[config.mk]
export PLATFORM = sky130hd
export DESIGN_NAME = shift_jis_glyph_layout
export DESIGN_NICKNAME = d
export VERILOG_FILES = /design/src/rtl/sjgl_pkg.sv /design/src/rtl/sjgl_layout.sv /design/src/rtl/sjgl_out_queue.sv /design/src/rtl/shift_jis_glyph_layout.sv
export SDC_FILE = /design/constraint.sdc
export NUM_CORES = 1
export LEC_CHECK = 0
export ABC_AREA = 1
export BUFFER_PORTS_ARGS = -buffer_cell sky130_fd_sc_hd__clkbuf_2
export CORE_AREA = 10 10 171 173
export CTS_CLUSTER_DIAMETER = 60
export DETAILED_ROUTE_END_ITERATION = 10
export DIE_AREA = 0 0 181 183
export PLACE_DENSITY_LB_ADDON = 0.08
export SLEW_MARGIN = 25
export SYNTH_ARGS = -nofsm -noshare
export SYNTH_HDL_FRONTEND = slang
export SYNTH_SLANG_ARGS = --single-unit
[constraint.sdc]
create_clock -name clock -period 5.8 [get_ports clock]
set_input_delay 1.16 -clock clock [delete_from_list [all_inputs] [get_ports clock]]
set_output_delay 1.16 -clock clock [all_outputs]
set_load 0.005 [all_outputs]
[src/rtl/sjgl_pkg.sv]
// sjgl_pkg: types, constants and the lead-byte row function shared by the
// Shift-JIS glyph layout block. No dependencies.
`default_nettype none

package sjgl_pkg;

   localparam logic [7:0]  HALF_LOW     = 8'h20;   // first printable half-width byte
   localparam logic [7:0]  ASCII_END    = 8'h80;
   localparam logic [7:0]  KANA_LOW     = 8'ha0;
   localparam logic [7:0]  KANA_END     = 8'he0;
   localparam logic [7:0]  KANA_OFFSET  = 8'h40;
   localparam logic [7:0]  LEAD_LOW     = 8'h81;
   localparam logic [7:0]  LEAD_HIGH    = 8'he0;
   localparam logic [7:0]  LEAD_LAST    = 8'hfd;   // half-width lead byte
   localparam logic [7:0]  TRAIL_BASE   = 8'h40;
   localparam logic [7:0]  LEAD_MASK    = 8'h3f;
   localparam logic [14:0] HALF_COUNT   = 15'(16 * 10);
   localparam logic [14:0] ROW_GLYPHS   = 15'(2 * 192);

   typedef struct packed {
      logic [7:0]  text_byte;
      logic        string_start;
      logic [8:0]  start_x;
      logic [8:0]  row_y;
      logic [23:0] text_colour;
   } req_item_type;

   typedef struct packed {
      logic [14:0] glyph_index;
      logic [8:0]  glyph_x;
      logic [8:0]  glyph_y;
      logic [23:0] glyph_colour;
      logic        last_glyph;
   } glyph_type;

   typedef struct packed {
      logic [1:0] count;
      glyph_type  first;
      glyph_type  second;
   } glyph_pair_type;

   typedef struct packed {
      logic       hit;
      logic [5:0] row;
   } lead_row_type;

   function automatic logic is_lead(input logic [7:0] c);
      return (c >= LEAD_LOW && c < KANA_LOW) || (c >= LEAD_HIGH && c <= LEAD_LAST);
   endfunction

   // lead byte (low six bits) to font row, gaps are unmapped
   function automatic lead_row_type lead_row(input logic [5:0] idx);
      lead_row_type r;
      r.hit = 1'b0;
      r.row = '0;
      if (idx >= 6'd1 && idx <= 6'd4) begin
         r.hit = 1'b1;
         r.row = idx - 6'd1;
      end else if (idx >= 6'd7 && idx <= 6'd42) begin
         r.hit = 1'b1;
         r.row = idx - 6'd3;
      end else if (idx >= 6'd45 && idx <= 6'd46) begin
         r.hit = 1'b1;
         r.row = idx - 6'd5;
      end else if (idx >= 6'd56 && idx <= 6'd61) begin
         r.hit = 1'b1;
         r.row = idx - 6'd14;
      end
      return r;
   endfunction

endpackage

`default_nettype wire

[src/rtl/sjgl_layout.sv]
// sjgl_layout: string state (cursor, line, colour, held lead byte) and the
// per-byte glyph decode. Depends on sjgl_pkg.
`default_nettype none

module sjgl_layout #(
   parameter int SCREEN_WIDTH = 480,
   parameter int GLYPH_WIDTH  = 6
) (
   input  wire                        clock,
   input  wire                        reset,
   input  wire                        fire,
   input  wire sjgl_pkg::req_item_type item,
   output sjgl_pkg::glyph_pair_type   pair
);
   import sjgl_pkg::*;

   // cursor holds the widest start or edge plus one full-width advance
   localparam int XMAX = ((SCREEN_WIDTH > 512) ? SCREEN_WIDTH : 512) + 2 * GLYPH_WIDTH;
   localparam int XW   = $clog2(XMAX + 1);
   localparam logic [XW-1:0] LIMIT = XW'(SCREEN_WIDTH - GLYPH_WIDTH);
   localparam logic [XW-1:0] GW    = XW'(GLYPH_WIDTH);
   localparam logic [XW-1:0] GW2   = XW'(2 * GLYPH_WIDTH);

   logic [7:0]    pend_ff, pend_in;
   logic [XW-1:0] cursor_ff, cursor_in;
   logic [8:0]    y_ff, y_in;
   logic [23:0]   colour_ff, colour_in;
   logic          done_ff, done_in;

   logic [XW-1:0] base_x, x0, x1, adv;
   logic [7:0]    base_pend, c, off;
   logic          base_done;
   lead_row_type  lr;
   logic [14:0]   row_base, idx0, idx1;
   logic          g0_ok, g1_ok, full_ok;

   always_comb begin
      c         = item.text_byte;
      base_x    = item.string_start ? XW'(item.start_x) : cursor_ff;
      base_pend = item.string_start ? 8'h00 : pend_ff;
      base_done = item.string_start ? 1'b0 : done_ff;
      y_in      = item.string_start ? item.row_y : y_ff;
      colour_in = item.string_start ? item.text_colour : colour_ff;
      pend_in   = base_pend;
      done_in   = base_done;
      adv       = '0;
      g0_ok     = 1'b0;
      g1_ok     = 1'b0;
      idx0      = '0;
      lr        = lead_row(base_pend[5:0] & LEAD_MASK[5:0]);
      off       = c - TRAIL_BASE;
      full_ok   = (c >= TRAIL_BASE) && lr.hit;
      row_base  = HALF_COUNT + 15'(lr.row) * ROW_GLYPHS;
      if (!base_done) begin
         if (c == 8'h00) begin
            pend_in = 8'h00;
            done_in = 1'b1;
         end else begin
            if (base_pend != 8'h00) begin
               pend_in = 8'h00;
               g0_ok   = full_ok;
               if (base_pend == LEAD_LAST) begin
                  idx0 = row_base + 15'(off);
                  adv  = GW;
               end else begin
                  idx0  = row_base + 15'({off, 1'b0});
                  g1_ok = full_ok;
                  adv   = GW2;
               end
            end else if (is_lead(c)) begin
               pend_in = c;
            end else begin
               adv = GW;
               if (c >= HALF_LOW && c < ASCII_END) begin
                  g0_ok = 1'b1;
                  idx0  = 15'(c - HALF_LOW);
               end else if (c >= KANA_LOW && c < KANA_END) begin
                  g0_ok = 1'b1;
                  idx0  = 15'(c - KANA_OFFSET);
               end
            end
         end
      end
      cursor_in = base_x + adv;
      if (!base_done && c != 8'h00 && cursor_in > LIMIT) begin
         done_in = 1'b1;
         pend_in = 8'h00;
      end
      idx1 = idx0 + 15'd1;
      x0   = base_x;
      x1   = base_x + GW;
      // glyphs past the right edge are dropped
      g0_ok = g0_ok && (x0 <= LIMIT);
      g1_ok = g1_ok && (x1 <= LIMIT);

      pair.count               = {1'b0, g0_ok} + {1'b0, g1_ok};
      pair.first.glyph_index   = idx0;
      pair.first.glyph_x       = x0[8:0];
      pair.first.glyph_y       = y_in;
      pair.first.glyph_colour  = colour_in;
      pair.first.last_glyph    = !g1_ok;
      pair.second.glyph_index  = idx1;
      pair.second.glyph_x      = x1[8:0];
      pair.second.glyph_y      = y_in;
      pair.second.glyph_colour = colour_in;
      pair.second.last_glyph   = 1'b1;
   end

   always_ff @(posedge clock) begin
      if (reset) begin
         pend_ff   <= 8'h00;
         cursor_ff <= '0;
         y_ff      <= '0;
         colour_ff <= '0;
         done_ff   <= 1'b1;
      end else if (fire) begin
         pend_ff   <= pend_in;
         cursor_ff <= (base_done || c == 8'h00) ? base_x : cursor_in;
         y_ff      <= y_in;
         colour_ff <= colour_in;
         done_ff   <= done_in;
      end
   end

endmodule

`default_nettype wire

[src/rtl/sjgl_out_queue.sv]
// sjgl_out_queue: two-slot result queue, loaded with up to two glyphs at once
// and drained one transfer at a time. Depends on sjgl_pkg.
`default_nettype none

module sjgl_out_queue (
   input  wire                          clock,
   input  wire                          reset,
   input  wire                          load,
   input  wire sjgl_pkg::glyph_pair_type pair,
   output logic                         can_load,
   output logic                         out_valid,
   input  wire                          out_ready,
   output sjgl_pkg::glyph_type          out_glyph
);
   import sjgl_pkg::*;

   glyph_type  slot0_ff, slot1_ff;
   logic [1:0] count_ff;
   logic       pop;

   assign out_valid = (count_ff != 2'd0);
   assign out_glyph = slot0_ff;
   assign pop       = out_valid && out_ready;
   // a pair may land as the last queued glyph leaves
   assign can_load  = (count_ff == 2'd0) || (count_ff == 2'd1 && pop);

   always_ff @(posedge clock) begin
      if (reset) begin
         count_ff <= 2'd0;
      end else if (load) begin
         count_ff <= pair.count;
      end else if (pop) begin
         count_ff <= count_ff - 2'd1;
      end
   end

   always_ff @(posedge clock) begin
      if (load) begin
         slot0_ff <= pair.first;
         slot1_ff <= pair.second;
      end else if (pop) begin
         slot0_ff <= slot1_ff;
      end
   end

endmodule

`default_nettype wire

[src/rtl/shift_jis_glyph_layout.sv]
// shift_jis_glyph_layout: top level, input register feeding the layout decode
// and the result queue. Depends on sjgl_pkg, sjgl_layout, sjgl_out_queue.
//
//   channel  dir  handshake        payload
//   req      in   valid / ready    text byte, string start, x, row, colour
//   rsp      out  valid / ready    glyph index, x, y, colour, last glyph
//
// a byte is held in the input register, then is decoded in one pass into the
// two-slot result queue, whose single output port sets the rate: a byte of
// zero or one glyph does not delay the next; a full-width pair drains first.
// synchronous reset clears the string state (no string active) and empties
// both stages. a stalled rsp holds the queue and backs up into req_ready.
`default_nettype none

module shift_jis_glyph_layout #(
   parameter int SCREEN_WIDTH = 480,
   parameter int GLYPH_WIDTH  = 6
) (
   input  wire          clock,
   input  wire          reset,
   input  wire          req_valid,
   output logic         req_ready,
   input  wire  [7:0]   req_text_byte,
   input  wire          req_string_start,
   input  wire  [8:0]   req_start_x,
   input  wire  [8:0]   req_row_y,
   input  wire  [23:0]  req_text_colour,
   output logic         rsp_valid,
   input  wire          rsp_ready,
   output logic [14:0]  rsp_glyph_index,
   output logic [8:0]   rsp_glyph_x,
   output logic [8:0]   rsp_glyph_y,
   output logic [23:0]  rsp_glyph_colour,
   output logic         rsp_last_glyph
);
   import sjgl_pkg::*;

   req_item_type   item_ff;
   logic           item_valid_ff;
   logic           can_load, advance;
   glyph_pair_type pair;
   glyph_type      glyph;

   assign advance   = item_valid_ff && can_load;
   assign req_ready = !item_valid_ff || can_load;

   always_ff @(posedge clock) begin
      if (reset) begin
         item_valid_ff <= 1'b0;
      end else if (req_ready) begin
         item_valid_ff <= req_valid;
      end
   end

   always_ff @(posedge clock) begin
      if (req_valid && req_ready) begin
         item_ff.text_byte    <= req_text_byte;
         item_ff.string_start <= req_string_start;
         item_ff.start_x      <= req_start_x;
         item_ff.row_y        <= req_row_y;
         item_ff.text_colour  <= req_text_colour;
      end
   end

   sjgl_layout #(
      .SCREEN_WIDTH (SCREEN_WIDTH),
      .GLYPH_WIDTH  (GLYPH_WIDTH)
   ) u_layout (
      .clock (clock),
      .reset (reset),
      .fire  (advance),
      .item  (item_ff),
      .pair  (pair)
   );

   sjgl_out_queue u_queue (
      .clock     (clock),
      .reset     (reset),
      .load      (advance),
      .pair      (pair),
      .can_load  (can_load),
      .out_valid (rsp_valid),
      .out_ready (rsp_ready),
      .out_glyph (glyph)
   );

   assign rsp_glyph_index  = glyph.glyph_index;
   assign rsp_glyph_x      = glyph.glyph_x;
   assign rsp_glyph_y      = glyph.glyph_y;
   assign rsp_glyph_colour = glyph.glyph_colour;
   assign rsp_last_glyph   = glyph.last_glyph;

endmodule

`default_nettype wire
# Yosys cells after proc, flatten, opt, wreduce, memory -nomap -nowiden
# Index checks and enable logic that the tools add are counted.
# W data, S select, Z words.
[op_classes] addsub=15 mul=1 n_lt_le_gt_ge=20 n_eq_ne=2 mux=44 reduce_logical=30
[op_table] operator="$mux W58" n=2
[op_table] operator="$mux W15" n=7
[op_table] operator="$mux W10" n=5
[op_table] operator="$mux W8" n=6
[op_table] operator="$mux W7" n=4
[op_table] operator="$ge A8 B8 Y1 const B" n=3
[op_table] operator="$lt A8 B8 Y1 const B" n=3
[op_table] operator="$mux W24" n=1
[op_table] operator="$le A10 B9 Y1 const B" n=2
[op_table] operator="$le A6 B6 Y1 const B" n=3
[op_table] operator="$logic_and A1 B1 Y1" n=17
[op_table] operator="$reduce_bool A8 Y1" n=2
[op_table] operator="$add A15 B1 Y15 const B" n=1
[op_table] operator="$add A15 B8 Y15" n=1
[op_table] operator="$add A15 B9 Y15" n=1
[op_table] operator="$add A8 B15 Y15 const A" n=1
[op_table] operator="$mux W1" n=14
[op_table] operator="$ge A6 B6 Y1 const B" n=2
[op_table] operator="$add A10 B10 Y10" n=1
[op_table] operator="$add A10 B3 Y10 const B" n=1
[op_table] operator="$gt A10 B9 Y1 const B" n=1
[op_table] operator="$mux W9" n=1
[op_table] operator="$sub A8 B6 Y9 const B" n=1
[op_table] operator="$sub A8 B7 Y9 const B" n=1
[op_table] operator="other kinds (24)" n=31
[totals] regBits=221 input_bits=55 output_inout_bits=60

# Longest topological paths before layout
[logic_depth] word_depth=15 ltp_mapped=33 ltp_nobuf=31

# Modules after synthesis
# A second synthesis with hierarchy kept.
[unflattened] hier_cells=1318 hier_area_um2=11566.1
[modules_own_cells] mod="sjgl_layout" n_inst=1 cells_each=929 area_per_inst_um2=5609.1 seq_area_each_um2=1041.0
[modules_own_cells] mod="sjgl_out_queue" n_inst=1 cells_each=330 area_per_inst_um2=4370.4 seq_area_each_um2=3523.4
[modules_own_cells] mod="shift_jis_glyph_layout" n_inst=1 cells_each=59 area_per_inst_um2=1586.5 seq_area_each_um2=1551.5

# Least setup slack after synthesis
# No wires, ideal clock.
[synth_timing] kind="register to register" startpoint="register item_ff[42] (netlist name)" endpoint="register u_queue.slot1_ff[56] (netlist name), data pin" arrival_ps=3923 setup_slack_ps=1619 path_stages_with_launch=28 path_cell_list="edfxtp_1 -> buf_6 -> inv_6 -> buf_4 -> nand2_1 -> ha_1 -> inv_1 -> nor2_1 -> nand2_1 -> nand2_1 -> nand2_1 -> inv_1 -> o22ai_1 -> o21ai_0 -> ha_1 -> fa_1 -> xor2_1 -> inv_1 -> nor2_1 -> inv_1 -> nor2_1 -> inv_1 -> nor2_1 -> xor2_1 -> nand2_1 -> nand3_1 -> nand2_1 -> xor2_1"
[synth_lines] item="start, declared" line_no="shift_jis_glyph_layout.sv:38" rtl="req_item_type item_ff;"
[synth_lines] item="end signal, assigned" line_no="sjgl_out_queue.sv:40" rtl="slot1_ff <= pair.second;"
[synth_lines] item="end, declared" line_no="sjgl_out_queue.sv:17" rtl="glyph_type slot0_ff, slot1_ff;"

==> out/summary.txt <==
Status = complete, no violations
Nets = 1414
Share of cells above drive strength 1 = 16.18%
Post-synth EDFFs = 166
Commonest cells in the netlist = 431 x nand2_1, 166 x edfxtp_1, 117 x inv_1
Max-Cap Viols = 0
Slack of the critical path = 991.8 ps
Ys flop type = edfxtp_1
Slew HR = 34.04%
Most frequent cell after synthesis = nand2_1
Post-cts sizing count = 0
I/O pins = 115
Final setup TNS = 0 ps
CP Launch Type = flip-flop
CP bufs+invs = 7
GRT Max-Usage Layer = met2
Number of synthesized register bits = 221
Static Leak = 5.656 nW
Hold Vio Cnt, Final = 0
Core area = 0.02576 sq mm
Final slew viol count = 0
First-pass GRT wire length = 40.53 mm
Crit. End Element = flip-flop
R2r endpoint = u_queue.slot1_ff[56]
Syn nets = 1305
Critical R2R Launch = item_ff[42]
Pint = 0.003903 W
Arr. time, crit path = 5070 ps
Register area share after synthesis = 55.63%
Vias per cell = 4.833
Area contributors post-synth = edfxtp_1 46%, nand2_1 15%, dfxtp_1 10%
Achievable Freq = 0.2080 GHz
GRT Total Usage = 14.47%
Synth top area share = 45.56%
Post-layout util = 49.05%
CTS Buf Count = 26
DRT Pass-1 Iters = 7
Period utilization = 82.90%
Crit path max-delay family = simple AND/OR/NAND/NOR gates
Area Growth Syn to Fin = 15.51%
Cts-stage hold buffer count = 0
Gr ovfl total = 0
Asr flop ratio synth = 0%
Tmin final = 4808 ps
Cell variety after synth = 50
Final WL = 24.80 mm
Sw frac = 38.36%
P per Cell Area = 501.1 mW/mm^2
Switching power total = 0.002429 W
CTS tree = built
Final setup skew = 19.03 ps
Critical path's most frequent cell = nand2_1
CTS root buffer = clkbuf_16
Clock tree buffer depth = 3
Mapped Area = 0.01094 sq mm
Routed len/inst = 14.74 um
Clock slew at the register clock pins of the worst setup and hold paths = 60 ps
Slowest stage delay, CP = 440 ps
Worst R2R Setup Slack = 990 ps
Dpl ws = 957.8 ps
Routability cong. = 0.8325
Largest net degree at the start of global routing = 88
DR iter-0 viols = 581
Drc violations = 0
DIE AREA = 0.03312 sq mm
CP endpoint = u_queue.slot1_ff[56]
Crit path depth = 26
Routed vias = 8129
RSZ-0062 raised after global routing = false
H-tree Lvls = 1
Clock latency on the worst-skew pair = 530 ps
Hold slack = 459.8 ps
Vias in the first global route = 7822
Port bufs = 114
Chip width = 181 um
Slew of the pin with the lowest slew margin = 989.3 ps
Crit path launch = item_ff[42]
Mapped Cells = 1218
Clk pwr share = 24.2%
Met2 GRT Util = 22.04%
Yosys top cell by area = edfxtp_1
Fin cells = 1682
Placed cells = 1633
Peak supply drop = 286.1 uV
Chip Height = 183 um
HPWL after DPL = 16.96 mm
Post-CTS setup buffer count = 0
Diode count = 0
Routed Antenna Nets = 0
Global Route met1 Usage = 20.93%
Worst EP required = 6060 ps
Setup violators final = 0
Syn avg cell area = 8.982 sq um
Met3 usage = 2.815%
FF-to-FF path depth = 26
Crit-path max FO = 59
Register share of total power = 36.9%
Slowest-stage cell, CP = edfxtp_1
Synthesis Warnings = 0
Initial core utilization = 42.47%
Row cnt = 59
Logic pwr share = 38.9%
Antenna violations before repair = 0
Clk sinks = 221
Crit path kind = reg2reg
HP Class = reg2reg
Hold_sp = u_layout.colour_ff[14]
==> cell type report <==
type,instances,area (sq um)
Multi-Input combinational cell,833,4198
Fill cell,2465,13130
Clock inverter,14,120.1
Clock buffer,34,690.7
Timing Repair Buffer,123,658.1
Inverter,122,465.4
Sequential cell,221,6086
Tap cell,335,419.2
==> through the flow <==
stage	cell area [sq um]	power, W
finish	12640	0.006332
global route	12640	0.006866
CTS	12610	0.006423
detailed placement	11800	0.004859
global placement	11800	0.004845
floorplan	10940	0.004173
==> state kept, by name, summed over array words and instances, names as in the netlist <==
| name | cells |
|---|---|
| u_queue.out_glyph | 58 |
| u_queue.slot1_ff | 57 |
| item_ff | 51 |
| u_layout.colour_ff | 24 |
| u_layout.cursor_ff | 10 |
| u_layout.y_ff | 9 |
| u_layout.pend_ff | 8 |
| u_queue.count_ff | 2 |
| item_valid_ff | 1 |
| u_layout.done_ff | 1 |
==> power groups by stage <==
stage	Sequential [W]	Combinational, W	Clock [W]
2_1_floorplan	0.00237	0.00180	0
3_3_place_gp	0.00237	0.00247	0
3_5_place_dp	0.00237	0.00249	0
4_1_cts	0.00234	0.00250	0.00158
5_1_grt	0.00238	0.00285	0.00164
6_report	0.00234	0.00246	0.00153
==> worst reg2reg max path, cell delays in order (launching register included) <==
cell and delay [ps]:
edfxtp_1 440, inv_6 400, nand2_1 250, ha_1 350
inv_1 100, nor2_1 50, nand2_1 50, nand2_1 40
nand2_1 180, inv_1 150, o22ai_1 140, o21ai_0 90
buf_4 160, ha_1 230, fa_1 400, xor2_1 230
inv_1 100, nor2_1 90, inv_1 50, nor2_1 90
inv_1 50, nor2_1 170, xor2_1 250, nand2_1 80
nand3_1 130, nand2_1 100, xor2_1 170
==> worst min path at each step <==
stage | to | slack [ps] | cells past startpoint
2_1_floorplan | u_layout.colour_ff[0] | 440 | 2
3_3_place_gp | u_layout.colour_ff[11] | 450 | 2
3_5_place_dp | u_layout.colour_ff[12] | 450 | 2
4_1_cts | u_layout.colour_ff[12] | 460 | 2
5_1_grt | u_layout.cursor_ff[0] | 480 | 2
6_report | u_layout.colour_ff[14] | 460 | 2
==> per-layer routing <==
metal | part of all wire (%) | up-vias
met5 | 0 | -
met4 | 1.4 | 0
met3 | 6.0 | 29
met2 | 43 | 209
met1 | 50 | 3651
li1 | - | 4240
==> cells in the final DEF, fill, tap and decap left out, types with 7 or more instances in the layout <==
cell type  count
clkbuf_16     26
nand2_2        9
ha_1          30
edfxtp_1     166
clkbuf_2     114
buf_4          8
o22ai_1       10
clkbuf_1       7
nand3_1       39
or2_2          8
nor2_2         7
nor2_4         7
nand2_1      430
nand4_1        7
dfxtp_1       55
nor2_1        58
o211ai_1       7
o21ai_0       68
inv_1        116
nand3_2       14
a21oi_1       75
xor2_1        23
==> cells by family after synthesis <==
logic type | Yosys count | synth area share (%)
AO/OA/AOI/OAI | 180 | 8.909
XOR/XNOR | 29 | 2.322
AND/OR/NAND/NOR | 591 | 23.16
adder cells (fa/ha/maj) | 32 | 3.797
flip-flops | 221 | 55.63
multiplexers | 1 | 0.09149
buffers and inverters | 164 | 6.096
(Power assumes the default switching activity.)
